===== config.mk =====
export PLATFORM = sky130hd
export DESIGN_NAME = multi_channel_servo_position_controller
export DESIGN_NICKNAME = d
export VERILOG_FILES = /design/src/rtl/servo_pkg.sv /design/src/rtl/multi_channel_servo_position_controller.sv
export SDC_FILE = /design/constraint.sdc
export NUM_CORES = 2
export LEC_CHECK = 0
export BUFFER_PORTS_ARGS = -buffer_cell sky130_fd_sc_hd__buf_2
export CORE_MARGIN = 5
export CORE_UTILIZATION = 50
export CTS_CLUSTER_DIAMETER = 40
export DETAILED_ROUTE_END_ITERATION = 8
export PLACE_DENSITY = 0.77
export SYNTH_ARGS = -nofsm -noshare
export SYNTH_HDL_FRONTEND = slang
export SYNTH_SLANG_ARGS = --single-unit

===== constraint.sdc =====
create_clock -name clock -period 8.3 [get_ports clock]
set_clock_uncertainty 0.15 [all_clocks]
set_input_delay 1.245 -clock clock [delete_from_list [all_inputs] [get_ports clock]]
set_output_delay 1.245 -clock clock [all_outputs]
set_load 0.02 [all_outputs]

===== src/rtl/servo_pkg.sv =====
// servo_pkg: shared types and constants of the servo position controller
// holds the request and response payload structs, operation codes and pulse limits
// no dependencies
`default_nettype none

package servo_pkg;

   // request operation codes
   localparam logic [1:0] REQ_READ  = 2'd0;
   localparam logic [1:0] REQ_WRITE = 2'd1;
   localparam logic [1:0] REQ_TICK  = 2'd2;

   // per-channel register selects
   localparam logic [2:0] REG_ATTACH = 3'd0;
   localparam logic [2:0] REG_MIN    = 3'd1;
   localparam logic [2:0] REG_MAX    = 3'd2;
   localparam logic [2:0] REG_DEG    = 3'd3;
   localparam logic [2:0] REG_PULSE  = 3'd4;

   // control register indexes
   localparam int CSR_IDX_W  = 1;
   localparam int CSR_DATA_W = 8;
   localparam logic [CSR_IDX_W-1:0] CSR_CYCLES_PER_US  = 1'd0;
   localparam logic [CSR_IDX_W-1:0] CSR_PRESCALE_SHIFT = 1'd1;
   localparam logic [7:0] CYCLES_PER_US_RESET  = 8'd80;
   localparam logic [2:0] PRESCALE_SHIFT_RESET = 3'd5;

   // pulse limits in microseconds
   localparam int PULSE_W = 12;
   localparam logic [PULSE_W-1:0] PULSE_ABS_MIN = 12'd500;
   localparam logic [PULSE_W-1:0] PULSE_ABS_MID = 12'd1500;
   localparam logic [PULSE_W-1:0] PULSE_ABS_MAX = 12'd2500;
   localparam logic [PULSE_W-1:0] SPAN_RESET    = 12'd2000;

   // degree constants
   localparam logic [7:0]  DEG_FULL  = 8'd180;
   localparam logic [15:0] DEG_ERROR = 16'd255;

   // compare value and divider sizes
   localparam int CMP_W     = 20;
   localparam int PROD_W    = 20;
   localparam int QUO_W     = 19;
   localparam int DIV_STEPS = 19;
   localparam int DIV_CNT_W = 5;

   // divide by 180 as ((x >> 2) * 186414) >> 23, exact for x below 2^19
   localparam int RECIP_IN_W      = 17;
   localparam int DEG_RECIP_W     = 18;
   localparam logic [DEG_RECIP_W-1:0] DEG_RECIP = 18'd186414;
   localparam int DEG_RECIP_SHIFT = 23;

   typedef struct packed {
      logic [1:0]  req_type;
      logic [2:0]  channel;
      logic [2:0]  register_select;
      logic [15:0] write_data;
   } req_item_type;

   typedef struct packed {
      logic [15:0]      read_data;
      logic             bad_channel;
      logic [2:0]       active_slot;
      logic [CMP_W-1:0] compare_value;
      logic             slot_output_on;
   } rsp_item_type;

endpackage

`default_nettype wire


===== src/rtl/multi_channel_servo_position_controller.sv =====
// multi_channel_servo_position_controller: register-mapped servo channels with slot ticks
// one item at a time: reads, attach/min/max writes and ticks pass S_FETCH and S_DONE;
// pulse writes add S_MUL and S_CMP; degree writes run S_MUL, S_RECIP, S_POST, S_MUL, S_CMP;
// degree reads run the shared 12x8 multiplier and the 19-step shared restoring divider; the
// next transfer is taken once the result sits in the output register
// synchronous reset restores all channels and control registers at once, no clearing pass
`default_nettype none

module multi_channel_servo_position_controller #(
   parameter int NUM_CHANNELS = 5
) (
   input  wire                                   clock,
   input  wire                                   reset,
   input  wire                                   req_valid,
   output logic                                  req_ready,
   input  wire servo_pkg::req_item_type          req_data,
   output logic                                  rsp_valid,
   input  wire                                   rsp_ready,
   output servo_pkg::rsp_item_type               rsp_data,
   input  wire                                   csr_valid,
   output logic                                  csr_ready,
   input  wire [servo_pkg::CSR_IDX_W-1:0]        csr_index,
   input  wire [servo_pkg::CSR_DATA_W-1:0]       csr_data
);

   localparam int IDX_W = (NUM_CHANNELS > 1) ? $clog2(NUM_CHANNELS) : 1;
   localparam logic [2:0] NUM_CH = 3'(NUM_CHANNELS);
   localparam int PW = servo_pkg::PULSE_W;
   localparam int RP_W = servo_pkg::RECIP_IN_W + servo_pkg::DEG_RECIP_W;

   typedef enum logic [2:0] {
      S_IDLE, S_FETCH, S_MUL, S_DIV, S_RECIP, S_POST, S_CMP, S_DONE
   } state_type;

   // control state
   state_type                   state_ff, state_in;
   logic [2:0]                  slot_ff, slot_in;
   logic [7:0]                  cycles_ff;
   logic [2:0]                  shift_ff;
   logic                        rsp_valid_ff, rsp_valid_in;
   logic                        cmp_phase_ff, cmp_phase_in;
   logic [servo_pkg::DIV_CNT_W-1:0] cnt_ff, cnt_in;

   // payload and working registers
   servo_pkg::req_item_type     item_ff, item_in;
   servo_pkg::rsp_item_type     res_ff, res_in;
   servo_pkg::rsp_item_type     rsp_ff, rsp_in;
   logic [PW-1:0]               mul_a_ff, mul_a_in;
   logic [7:0]                  mul_b_ff, mul_b_in;
   logic [servo_pkg::PROD_W-1:0] prod_ff, prod_in;
   logic [servo_pkg::QUO_W-1:0] quo_ff, quo_in;
   logic [PW-1:0]               rem_ff, rem_in;
   logic [PW-1:0]               den_ff, den_in;
   logic [PW-1:0]               pw_new_ff, pw_new_in;

   // channel registers
   logic                        attached_ff   [NUM_CHANNELS];
   logic [PW-1:0]               min_pulse_ff  [NUM_CHANNELS];
   logic [PW-1:0]               max_pulse_ff  [NUM_CHANNELS];
   logic [PW-1:0]               span_ff       [NUM_CHANNELS];
   logic [PW-1:0]               pulse_ff      [NUM_CHANNELS];
   logic [servo_pkg::CMP_W-1:0] compare_ff    [NUM_CHANNELS];

   // channel read port and write controls
   logic [2:0]                  addr;
   logic                        ch_ok;
   logic [IDX_W-1:0]            idx;
   logic                        rd_att;
   logic [PW-1:0]               rd_min, rd_max, rd_span, rd_pulse;
   logic [servo_pkg::CMP_W-1:0] rd_cmp;
   logic                        wr_attach, wr_min, wr_max, wr_pulse;
   logic [PW-1:0]               lim_val, span_val;
   logic [servo_pkg::CMP_W-1:0] cmp_val;

   // datapath helpers
   logic [15:0]                 wdata;
   logic [PW-1:0]               clamp_pulse;
   logic [PW:0]                 rem_sh;
   logic [servo_pkg::PROD_W-1:0] cyc;
   logic [RP_W-1:0]             recip_prod;
   logic                        start_cmp;
   logic [PW-1:0]               start_val;

   assign req_ready = (state_ff == S_IDLE);
   assign csr_ready = 1'b1;
   assign rsp_valid = rsp_valid_ff;
   assign rsp_data  = rsp_ff;

   // shared read address: the slot on a tick, else the addressed channel
   assign addr  = (item_ff.req_type == servo_pkg::REQ_TICK) ? slot_ff : item_ff.channel;
   assign ch_ok = (addr < NUM_CH);
   assign idx   = ch_ok ? addr[IDX_W-1:0] : '0;

   assign rd_att   = attached_ff[idx];
   assign rd_min   = min_pulse_ff[idx];
   assign rd_max   = max_pulse_ff[idx];
   assign rd_span  = span_ff[idx];
   assign rd_pulse = pulse_ff[idx];
   assign rd_cmp   = compare_ff[idx];

   assign wdata = item_ff.write_data;

   // direct pulse write clamped to the channel limits
   always_comb begin
      if (wdata < {4'd0, rd_min}) begin
         clamp_pulse = rd_min;
      end else if (wdata > {4'd0, rd_max}) begin
         clamp_pulse = rd_max;
      end else begin
         clamp_pulse = wdata[PW-1:0];
      end
   end

   // divider step and compare conversion
   assign rem_sh = {rem_ff, quo_ff[servo_pkg::QUO_W-1]};
   assign cyc    = prod_ff >> shift_ff;

   // degree write quotient by 180 through a reciprocal multiply
   assign recip_prod =
      {{servo_pkg::DEG_RECIP_W{1'b0}}, prod_ff[servo_pkg::RECIP_IN_W+1:2]} *
      {{servo_pkg::RECIP_IN_W{1'b0}}, servo_pkg::DEG_RECIP};

   // sequencer
   always_comb begin
      state_in     = state_ff;
      slot_in      = slot_ff;
      rsp_valid_in = rsp_valid_ff;
      cmp_phase_in = cmp_phase_ff;
      cnt_in       = cnt_ff;
      item_in      = item_ff;
      res_in       = res_ff;
      rsp_in       = rsp_ff;
      mul_a_in     = mul_a_ff;
      mul_b_in     = mul_b_ff;
      prod_in      = prod_ff;
      quo_in       = quo_ff;
      rem_in       = rem_ff;
      den_in       = den_ff;
      pw_new_in    = pw_new_ff;
      wr_attach    = 1'b0;
      wr_min       = 1'b0;
      wr_max       = 1'b0;
      wr_pulse     = 1'b0;
      lim_val      = servo_pkg::PULSE_ABS_MID;
      span_val     = rd_span;
      cmp_val      = '0;
      start_cmp    = 1'b0;
      start_val    = rd_pulse;

      // output register drains independently of the sequencer
      if (rsp_valid_ff && rsp_ready) begin
         rsp_valid_in = 1'b0;
      end

      case (state_ff)
         S_IDLE: begin
            if (req_valid) begin
               item_in  = req_data;
               state_in = S_FETCH;
               if (req_data.req_type == servo_pkg::REQ_TICK) begin
                  slot_in = (slot_ff >= NUM_CH) ? 3'd0 : slot_ff + 3'd1;
               end
            end
         end

         S_FETCH: begin
            res_in             = '0;
            res_in.active_slot = slot_ff;
            state_in           = S_DONE;
            case (item_ff.req_type)
               servo_pkg::REQ_READ: begin
                  if (!ch_ok) begin
                     res_in.bad_channel = 1'b1;
                     if (item_ff.register_select == servo_pkg::REG_DEG) begin
                        res_in.read_data = servo_pkg::DEG_ERROR;
                     end
                  end else begin
                     case (item_ff.register_select)
                        servo_pkg::REG_ATTACH: res_in.read_data = {15'd0, rd_att};
                        servo_pkg::REG_MIN:    res_in.read_data = {4'd0, rd_min};
                        servo_pkg::REG_MAX:    res_in.read_data = {4'd0, rd_max};
                        servo_pkg::REG_PULSE:  res_in.read_data = {4'd0, rd_pulse};
                        servo_pkg::REG_DEG: begin
                           // 180 * (pulse - min) / span through the shared unit
                           if (rd_span != '0 && rd_pulse >= rd_min) begin
                              mul_a_in     = rd_pulse - rd_min;
                              mul_b_in     = servo_pkg::DEG_FULL;
                              den_in       = rd_span;
                              cmp_phase_in = 1'b0;
                              state_in     = S_MUL;
                           end
                        end
                        default: res_in.read_data = '0;
                     endcase
                  end
               end

               servo_pkg::REQ_WRITE: begin
                  if (!ch_ok) begin
                     res_in.bad_channel = 1'b1;
                  end else begin
                     case (item_ff.register_select)
                        servo_pkg::REG_ATTACH: wr_attach = 1'b1;
                        servo_pkg::REG_MIN: begin
                           wr_min = 1'b1;
                           if (wdata < {4'd0, servo_pkg::PULSE_ABS_MIN}) begin
                              lim_val = servo_pkg::PULSE_ABS_MIN;
                           end else if (wdata > {4'd0, servo_pkg::PULSE_ABS_MID}) begin
                              lim_val = servo_pkg::PULSE_ABS_MID;
                           end else begin
                              lim_val = wdata[PW-1:0];
                           end
                           span_val = rd_max - lim_val;
                        end
                        servo_pkg::REG_MAX: begin
                           wr_max = 1'b1;
                           if (wdata < {4'd0, servo_pkg::PULSE_ABS_MID}) begin
                              lim_val = servo_pkg::PULSE_ABS_MID;
                           end else if (wdata > {4'd0, servo_pkg::PULSE_ABS_MAX}) begin
                              lim_val = servo_pkg::PULSE_ABS_MAX;
                           end else begin
                              lim_val = wdata[PW-1:0];
                           end
                           span_val = lim_val - rd_min;
                        end
                        servo_pkg::REG_DEG: begin
                           if (wdata == 16'd0) begin
                              start_cmp = 1'b1;
                              start_val = rd_min;
                           end else if (wdata > {8'd0, servo_pkg::DEG_FULL}) begin
                              start_cmp = 1'b1;
                              start_val = rd_max;
                           end else begin
                              // deg * span / 180, then add min
                              mul_a_in     = rd_span;
                              mul_b_in     = wdata[7:0];
                              cmp_phase_in = 1'b0;
                              state_in     = S_MUL;
                           end
                        end
                        servo_pkg::REG_PULSE: begin
                           start_cmp = 1'b1;
                           start_val = clamp_pulse;
                        end
                        default: ;
                     endcase
                  end
               end

               servo_pkg::REQ_TICK: begin
                  if (ch_ok && rd_att) begin
                     res_in.slot_output_on = 1'b1;
                     res_in.compare_value  = rd_cmp;
                  end
               end

               default: ;
            endcase
         end

         S_MUL: begin
            prod_in = {8'd0, mul_a_ff} * {12'd0, mul_b_ff};
            quo_in  = prod_in[servo_pkg::QUO_W-1:0];
            rem_in  = '0;
            cnt_in  = '0;
            if (cmp_phase_ff) begin
               state_in = S_CMP;
            end else if (item_ff.req_type == servo_pkg::REQ_WRITE) begin
               state_in = S_RECIP;
            end else begin
               state_in = S_DIV;
            end
         end

         // one restoring division step per cycle
         S_DIV: begin
            if (rem_sh >= {1'b0, den_ff}) begin
               rem_in = PW'(rem_sh - {1'b0, den_ff});
               quo_in = {quo_ff[servo_pkg::QUO_W-2:0], 1'b1};
            end else begin
               rem_in = rem_sh[PW-1:0];
               quo_in = {quo_ff[servo_pkg::QUO_W-2:0], 1'b0};
            end
            cnt_in = cnt_ff + 1'b1;
            if (cnt_ff == servo_pkg::DIV_CNT_W'(servo_pkg::DIV_STEPS - 1)) begin
               state_in = S_POST;
            end
         end

         // quotient of the degree product by 180
         S_RECIP: begin
            quo_in   = servo_pkg::QUO_W'(recip_prod >> servo_pkg::DEG_RECIP_SHIFT);
            state_in = S_POST;
         end

         S_POST: begin
            if (item_ff.req_type == servo_pkg::REQ_READ) begin
               if (quo_ff > {11'd0, servo_pkg::DEG_FULL}) begin
                  res_in.read_data = {8'd0, servo_pkg::DEG_FULL};
               end else begin
                  res_in.read_data = quo_ff[15:0];
               end
               state_in = S_DONE;
            end else begin
               start_cmp = 1'b1;
               start_val = quo_ff[PW-1:0] + rd_min;
            end
         end

         // pulse to timer compare, saturating at zero
         S_CMP: begin
            wr_pulse = 1'b1;
            cmp_val  = (cyc == '0) ? '0 : cyc - 1'b1;
            state_in = S_DONE;
         end

         S_DONE: begin
            if (!rsp_valid_ff || rsp_ready) begin
               rsp_in       = res_ff;
               rsp_valid_in = 1'b1;
               state_in     = S_IDLE;
            end
         end

         default: state_in = S_IDLE;
      endcase

      // kick off the compare conversion of a new pulse width
      if (start_cmp) begin
         pw_new_in    = start_val;
         mul_a_in     = start_val;
         mul_b_in     = cycles_ff;
         cmp_phase_in = 1'b1;
         state_in     = S_MUL;
      end
   end

   // control state and registered outputs
   always_ff @(posedge clock) begin
      if (reset) begin
         state_ff     <= S_IDLE;
         slot_ff      <= '0;
         rsp_valid_ff <= 1'b0;
         cmp_phase_ff <= 1'b0;
         cnt_ff       <= '0;
         cycles_ff    <= servo_pkg::CYCLES_PER_US_RESET;
         shift_ff     <= servo_pkg::PRESCALE_SHIFT_RESET;
      end else begin
         state_ff     <= state_in;
         slot_ff      <= slot_in;
         rsp_valid_ff <= rsp_valid_in;
         cmp_phase_ff <= cmp_phase_in;
         cnt_ff       <= cnt_in;
         if (csr_valid && csr_ready) begin
            case (csr_index)
               servo_pkg::CSR_CYCLES_PER_US:  cycles_ff <= csr_data;
               servo_pkg::CSR_PRESCALE_SHIFT: shift_ff  <= csr_data[2:0];
               default: ;
            endcase
         end
      end
   end

   // working payload
   always_ff @(posedge clock) begin
      item_ff   <= item_in;
      res_ff    <= res_in;
      rsp_ff    <= rsp_in;
      mul_a_ff  <= mul_a_in;
      mul_b_ff  <= mul_b_in;
      prod_ff   <= prod_in;
      quo_ff    <= quo_in;
      rem_ff    <= rem_in;
      den_ff    <= den_in;
      pw_new_ff <= pw_new_in;
   end

   // per-channel registers
   always_ff @(posedge clock) begin
      if (reset) begin
         for (int i = 0; i < NUM_CHANNELS; i++) begin
            attached_ff[i]  <= 1'b0;
            min_pulse_ff[i] <= servo_pkg::PULSE_ABS_MIN;
            max_pulse_ff[i] <= servo_pkg::PULSE_ABS_MAX;
            span_ff[i]      <= servo_pkg::SPAN_RESET;
            pulse_ff[i]     <= servo_pkg::PULSE_ABS_MID;
            compare_ff[i]   <= '0;
         end
      end else begin
         if (wr_attach) begin
            attached_ff[idx] <= wdata[0];
         end
         if (wr_min) begin
            min_pulse_ff[idx] <= lim_val;
            span_ff[idx]      <= span_val;
         end
         if (wr_max) begin
            max_pulse_ff[idx] <= lim_val;
            span_ff[idx]      <= span_val;
         end
         if (wr_pulse) begin
            pulse_ff[idx]   <= pw_new_ff;
            compare_ff[idx] <= cmp_val;
         end
      end
   end

   // checks
   a_accept_fetch: assert property (@(posedge clock) disable iff (reset)
      req_valid && req_ready |=> state_ff == S_FETCH)
      else $error("transfer did not start a fetch");

   a_div_bound: assert property (@(posedge clock) disable iff (reset)
      state_ff == S_DIV |-> cnt_ff < servo_pkg::DIV_CNT_W'(servo_pkg::DIV_STEPS))
      else $error("divider ran past its step count");

   a_cmp_after_mul: assert property (@(posedge clock) disable iff (reset)
      state_ff == S_CMP |-> $past(state_ff) == S_MUL && cmp_phase_ff)
      else $error("compare conversion without a multiply");

   a_slot_range: assert property (@(posedge clock) disable iff (reset)
      slot_ff <= NUM_CH)
      else $error("slot beyond the idle slot");

   a_bad_quiet: assert property (@(posedge clock) disable iff (reset)
      rsp_valid && rsp_data.bad_channel |-> !rsp_data.slot_output_on &&
         rsp_data.compare_value == '0)
      else $error("bad channel result drives a slot");

endmodule

`default_nettype wire

Word level (Yosys, flattened, before mapping)
Memories as Yosys holds them, arrays and structs flattened. A register that Yosys moved wholly into a read port is not among the register bits.
Index checks and enable logic that the tools add are counted.

word-level totals
  flip-flop bits (word level) = 205
  latch bits = 0
  memory bits (writable) = 345
  memory bits (read-only) = 0
  word-level logic and storage cells = 275
  memories = 6

memory list
  name          depth  width  read ports  clocked after memory_dff  wr ports  line                                           RTL
  compare_ff    5      20     1           1                         5         multi_channel_servo_position_controller.sv:62  logic [servo_pkg::CMP_W-1:0] compare_ff [NUM_CHANNELS];
  max_pulse_ff  5      12     1           0                         5         multi_channel_servo_position_controller.sv:59  logic [PW-1:0] max_pulse_ff [NUM_CHANNELS];
  min_pulse_ff  5      12     1           0                         5         multi_channel_servo_position_controller.sv:58  logic [PW-1:0] min_pulse_ff [NUM_CHANNELS];
  pulse_ff      5      12     1           0                         5         multi_channel_servo_position_controller.sv:61  logic [PW-1:0] pulse_ff [NUM_CHANNELS];
  span_ff       5      12     1           0                         5         multi_channel_servo_position_controller.sv:60  logic [PW-1:0] span_ff [NUM_CHANNELS];
  attached_ff   5      1      1           0                         5         multi_channel_servo_position_controller.sv:57  logic attached_ff [NUM_CHANNELS];

cells by class
  $add $sub $neg = 8
  $mul = 2
  divide/modulo/power cells = 0
  order comparisons = 12
  equality and inequality tests = 30
  shifts and indexed selects = 1
  mux-type cells = 150
  bitwise logic cells = 2
  reductions and logical operators = 36

operators with widths
  operator                                                                 count
  12-bit two-way mux                                                       40
  12-bit one-hot mux with 2 select lines                                   6
  8-bit two-way mux                                                        10
  3-bit two-way mux                                                        22
  16-bit two-way mux                                                       4
  20-bit two-way mux                                                       3
  19-bit one-hot mux with 3 select lines                                   1
  1-bit two-way mux                                                        54
  12-bit one-hot mux with 4 select lines                                   1
  12-bit OR reduction                                                      4
  12-bit subtractor                                                        4
  17-bit by 17-bit multiplier with 34-bit output (second input constant)   1
  16-bit one-hot mux with 2 select lines                                   1
  3-bit inequality test (second input constant)                            10
  3-bit one-hot mux with 8 select lines                                    1
  20-bit logical NOT                                                       1
  12-bit by 8-bit multiplier with 20-bit output                            1
  20-bit OR reduction                                                      1
  20-bit by 3-bit right shift with 20-bit output                           1
  20-bit by 1-bit subtractor with 20-bit output (second input constant)    1
  19-bit by 8-bit > comparator with 1-bit output (second input constant)   1
  16-bit by 11-bit > comparator with 1-bit output (second input constant)  1
  16-bit by 12-bit > comparator with 1-bit output                          1
  16-bit by 12-bit > comparator with 1-bit output (second input constant)  1
  42 further kinds                                                         70

Longest topological paths before layout
  depth in word-level cells = 14
  gate-level depth with buffers = 23
  depth with buffers taken out = 21

Worst setup path after synthesis
Ideal clock, no wire load.

  path kind = reg2reg
  from = register prod_ff[9] (netlist name)
  to = register quo_ff[9] (netlist name), data pin
  setup time = 0.195 ns
  arrival = 5.621 ns
  required time = 7.955 ns
  setup slack = 2.334 ns
  stages on the path, launching flop included = 22
  clock period less this slack = 5.966 ns
  cell sequence = edfxtp_1 > ha_1 > fa_1 > inv_1 > fa_1 > fa_1 > inv_1 > fa_1 > inv_1 > fa_1 > inv_1 > ha_1 > nand4_1 > nor2_1 > a21oi_1 > o2111ai_1 > a31o_2 > a221oi_1 > o21bai_1 > nand2_1 > nand4b_1 > o311ai_0

on the way
  cells in the longest elaborated chain, start to end = 2

RTL lines
  element                                         line                                            RTL
  start, declared                                 multi_channel_servo_position_controller.sv:50   logic [servo_pkg::PROD_W-1:0] prod_ff, prod_in;
  start signal, assigned                          multi_channel_servo_position_controller.sv:371  prod_ff <= prod_in;
  17-bit by 17-bit multiplier with 34-bit output  multi_channel_servo_position_controller.sv:120  {{servo_pkg::DEG_RECIP_W{1'b0}}, prod_ff[servo_pkg::RECIP_IN_W+1:2]} *
  19-bit one-hot mux with 3 select lines          multi_channel_servo_position_controller.sv:155  case (state_ff)
  via quo_in, one bit                             multi_channel_servo_position_controller.sv:51   logic [servo_pkg::QUO_W-1:0] quo_ff, quo_in;
  end signal, assigned                            multi_channel_servo_position_controller.sv:372  quo_ff <= quo_in;
  end, declared                                   multi_channel_servo_position_controller.sv:51

The timed path passes the listed nets, and every way through them passes these cells.
A chain may end at the register's enable or synchronous reset.

Worst setup path in the final report
  from = register item_ff[22] (netlist name)
  to = register mul_b_ff[1], enable pin

on the way
  cells in the longest elaborated chain, start to end = 9

RTL lines
  element                                                                    line                                            RTL
  start, declared                                                            multi_channel_servo_position_controller.sv:45   servo_pkg::req_item_type item_ff, item_in;
  start signal, assigned                                                     multi_channel_servo_position_controller.sv:366  item_ff <= item_in;
  2-bit == test                                                              multi_channel_servo_position_controller.sv:90   assign addr = (item_ff.req_type == servo_pkg::REQ_TICK) ? slot_ff : item_ff.channel;
  3-bit two-way mux                                                          multi_channel_servo_position_controller.sv:90
  3-bit less-than comparator                                                 multi_channel_servo_position_controller.sv:91   assign ch_ok = (addr < NUM_CH);
  3-bit two-way mux                                                          multi_channel_servo_position_controller.sv:92   assign idx = ch_ok ? addr[IDX_W-1:0] : '0;
  memory 5 x 12 bit (on tied branches)                                       --
  12-bit greater-or-equal comparator or 12-bit nonzero test (tied branches)  multi_channel_servo_position_controller.sv:185  if (rd_span != '0 && rd_pulse >= rd_min) begin
  1-bit logical AND                                                          multi_channel_servo_position_controller.sv:185
  3-bit inequality test (no source line)                                     --
  9-bit AND reduction (no source line) (*)                                   --
  end signal, assigned                                                       multi_channel_servo_position_controller.sv:370  mul_b_ff <= mul_b_in;
  end, declared                                                              multi_channel_servo_position_controller.sv:49   logic [7:0] mul_b_ff, mul_b_in;

Every way passes the cells marked *; elsewhere a longest branch is shown, timed or not.

==> results.json <==
{
  "register_area_um2": 16880,
  "cts_buffers": 80,
  "final_antenna_net_count": 0,
  "dpl_worst_slack_ps": 766.1,
  "synth_ff_type": "edfxtp_1",
  "area_growth_pct": 12.34,
  "max_slew_margin_pct": 10.78,
  "yosysMostFrequentCell": "edfxtp_1",
  "min_delay_path_depth": 0,
  "start_util_pct": 50.20,
  "final.fill_count": 5944,
  "routed_wl_mm": 105.3,
  "synth_common_cells": "546 x edfxtp_1, 405 x nor2_1, 342 x nand2_1, 320 x inv_1, 253 x ha_1",
  "yosysTopAreaCell": "edfxtp_1",
  "insertion_delay_ps": 650,
  "globalplace.congestion": 1.019,
  "cpMaxStageDelayCell": "nor4b_1",
  "path_clk_slew_ps": 60,
  "synth.distinct_cells": 89,
  "crit_buf_inv": 2,
  "ctsResizeCount": 0,
  "final-hold-violation-count": 0,
  "cts_tree": "built",
  "clock_path_buffers": 3,
  "min_to": "rsp_data[4]",
  "finalMaxSlewViolations": 0,
  "cp_cell_sequence": "nand2b_1, mux2i_1, xnor2_1, buf_4, nor2_1, a221oi_1, inv_1, fa_1, a21o_1, a21oi_1, nor2_1, a211oi_1, a221oi_1, o21a_1, nor4b_1, o41a_1, nor3_1, nand2b_1",
  "grt_pass1_vias": 26820,
  "dr_total_vias": 27360,
  "multiInputGateArea_um2": 17870,
  "syn_area_um2": 36500,
  "die_x_um": 280.2,
  "worst-setup-path-type": "register to register",
  "syn_avg_cell_area_um2": 10.83,
  "worstSetupStartpointType": "register",
  "wire_per_inst_um": 23.50,
  "instances_no_fill": 4479,
  "place_hpwl_mm": 76.23,
  "period_needed_ps": 7863,
  "fin_crit_sh_pct": 94.73,
  "die_h_um": 280.2,
  "cpPeakStageDelay_ps": 790,
  "synth-edff-count": 546,
  "coreArea_um2": 72710,
  "grt_max_degree": 42,
  "yosysWarnings": 0,
  "cts_num_sinks": 570,
  "cts_setup_buffers": 0,
  "via_per_inst": 6.108,
  "cp-end-kind": "register",
  "drc": 0,
  "finalSetupTns_ps": 0,
  "die_area_um2": 78500,
  "synth_top_area_share_pct": 44.92,
  "clockRootBuffer": "clkbuf_16",
  "crit_family": "simple AND/OR/NAND/NOR gates",
  "htreeDepth": 3,
  "crit_arrival_ps": 7870,
  "startpoint": "item_ff[22]",
  "antenna_found_initial": 3,
  "timing.reg2reg.setup_slack_ps": 440,
  "nets": 3898,
  "ys_seq_area_share_pct": 46.24,
  "min_from": "res_ff[4]",
  "cp.required_ps": 8300,
  "rsz0062_at_grt": "false",
  "synth_area_leaders": "edfxtp_1 45%, ha_1 8.7%, fa_1 8.4%, nor2_1 4.2%, nand2_1 3.5%",
  "placed_cells": 4331,
  "postCtsHoldBufs": 0,
  "setup_viol_count_final": 0,
  "overflow": 0,
  "fin_ws_ps": 437.0,
  "maxCapViolCount": 0,
  "ys_async_sr_fraction_pct": 0,
  "grt_first_pass_wirelength_mm": 159.1,
  "worstPathMaxFanout": 21,
  "rows": 99,
  "worstMarginPinSlew_ps": 1338,
  "drt_iter0_drc": 3355,
  "layout-drive-gt1-share_pct": 10.68,
  "min_path_type": "register to register",
  "track_usage_pct": 26.32,
  "port_buffers": 80,
  "fmax_ghz": 0.1272,
  "r2r_start": "item_ff[22]",
  "synth_cells": 3370,
  "synth-seq-cells": 570,
  "first_pass_iters": 7,
  "rr_endpoint": "mul_b_ff[1]",
  "io_pins": 82,
  "rr_worst_depth": 18,
  "status": "finished clean"
}
-- metal layers --
metal | up-vias | track usage (%) | routed length, um
li1 | 12220 | - | -
met1 | 13260 | 35.30 | 40720
met2 | 1575 | 42.19 | 48480
met3 | 295 | 5.142 | 10960
met4 | 2 | 11.29 | 5081
met5 | - | 0 | 13
-- cell usage in the layout (no fill, tap or decap), drive strengths merged, types with 44 or more instances in the layout --
cell | netlist | layout
ha | 253 | 253
o21ai | 101 | 101
clkbuf | 116 | 90
and2 | 60 | 60
nor3 | 44 | 44
or3 | 45 | 45
mux2i | 73 | 73
xnor2 | 59 | 59
nor2 | 405 | 405
inv | 321 | 336
o22ai | 65 | 65
edfxtp | 546 | 546
nand2 | 342 | 342
buf | 42 | 152
a21oi | 136 | 136
fa | 153 | 153
-- sequential cells by signal, indices dropped and copies added (netlist names), 3 cells and up --
register      count
attached_ff       5
cnt_ff            5
compare_ff      100
cycles_ff         8
den_ff           12
item_ff           8
max_pulse_ff     60
min_pulse_ff     60
mul_a_ff         12
mul_b_ff          8
prod_ff          20
pulse_ff         60
pw_new_ff        12
quo_ff           19
rem_ff           12
res_ff           41
rsp_data         41
shift_ff          3
slot_ff           3
span_ff          60
state_ff          3
wdata            16
-- metrics by stage --
| step | util [%] | hold slack, ps | cell area (um2) |
|---|---|---|---|
| after floorplan | - | 250.3 | 36530 |
| after global placement | 52.39 | 251.7 | 38090 |
| after detailed placement | 52.39 | 255.2 | 38090 |
| after CTS | 56.39 | 256.1 | 41000 |
| after global routing | 56.39 | 270.9 | 41000 |
| final | 56.39 | 251.3 | 41000 |
-- layout make-up --
cell class / count / area share (%)
repair buffers: 152 / 2.295
clock buffers: 90 / 5.075
well taps: 959 / 2.926
multi-input cells: 2328 / 43.58
diodes: 1 / 0.006103
clock inverters: 57 / 2.014
flip-flops and latches: 570 / 41.16
inverters: 322 / 2.948
-- worst max path at each step --
stage | to | slack (ps) | cells past startpoint
after global routing | mul_b_ff[5] | 210 | 18
after detailed placement | mul_b_ff[5] | 770 | 18
after floorplan | quo_ff[9] | 2330 | 21
after CTS | mul_b_ff[1] | 670 | 18
final | mul_b_ff[1] | 440 | 18
after global placement | mul_b_ff[5] | 940 | 18
-- cell families (layout without fill, tap and decap cells) --
kind of cell | Yosys count | count (layout) | share of synthesized area (%)
xor+xnor | 91 | 91 | 2.184
fa+ha+maj | 406 | 406 | 17.06
mux | 127 | 127 | 4.727
other cells | 2 | 11 | 0.02058
simple gates | 1074 | 1074 | 13.23
buf+inv | 480 | 621 | 5.094
flops | 570 | 570 | 46.24
compound gates | 620 | 620 | 11.45
Power is left out: the tool's default activity adds up to more than one toggle a clock period on the data nets, which glitch-free logic cannot reach.
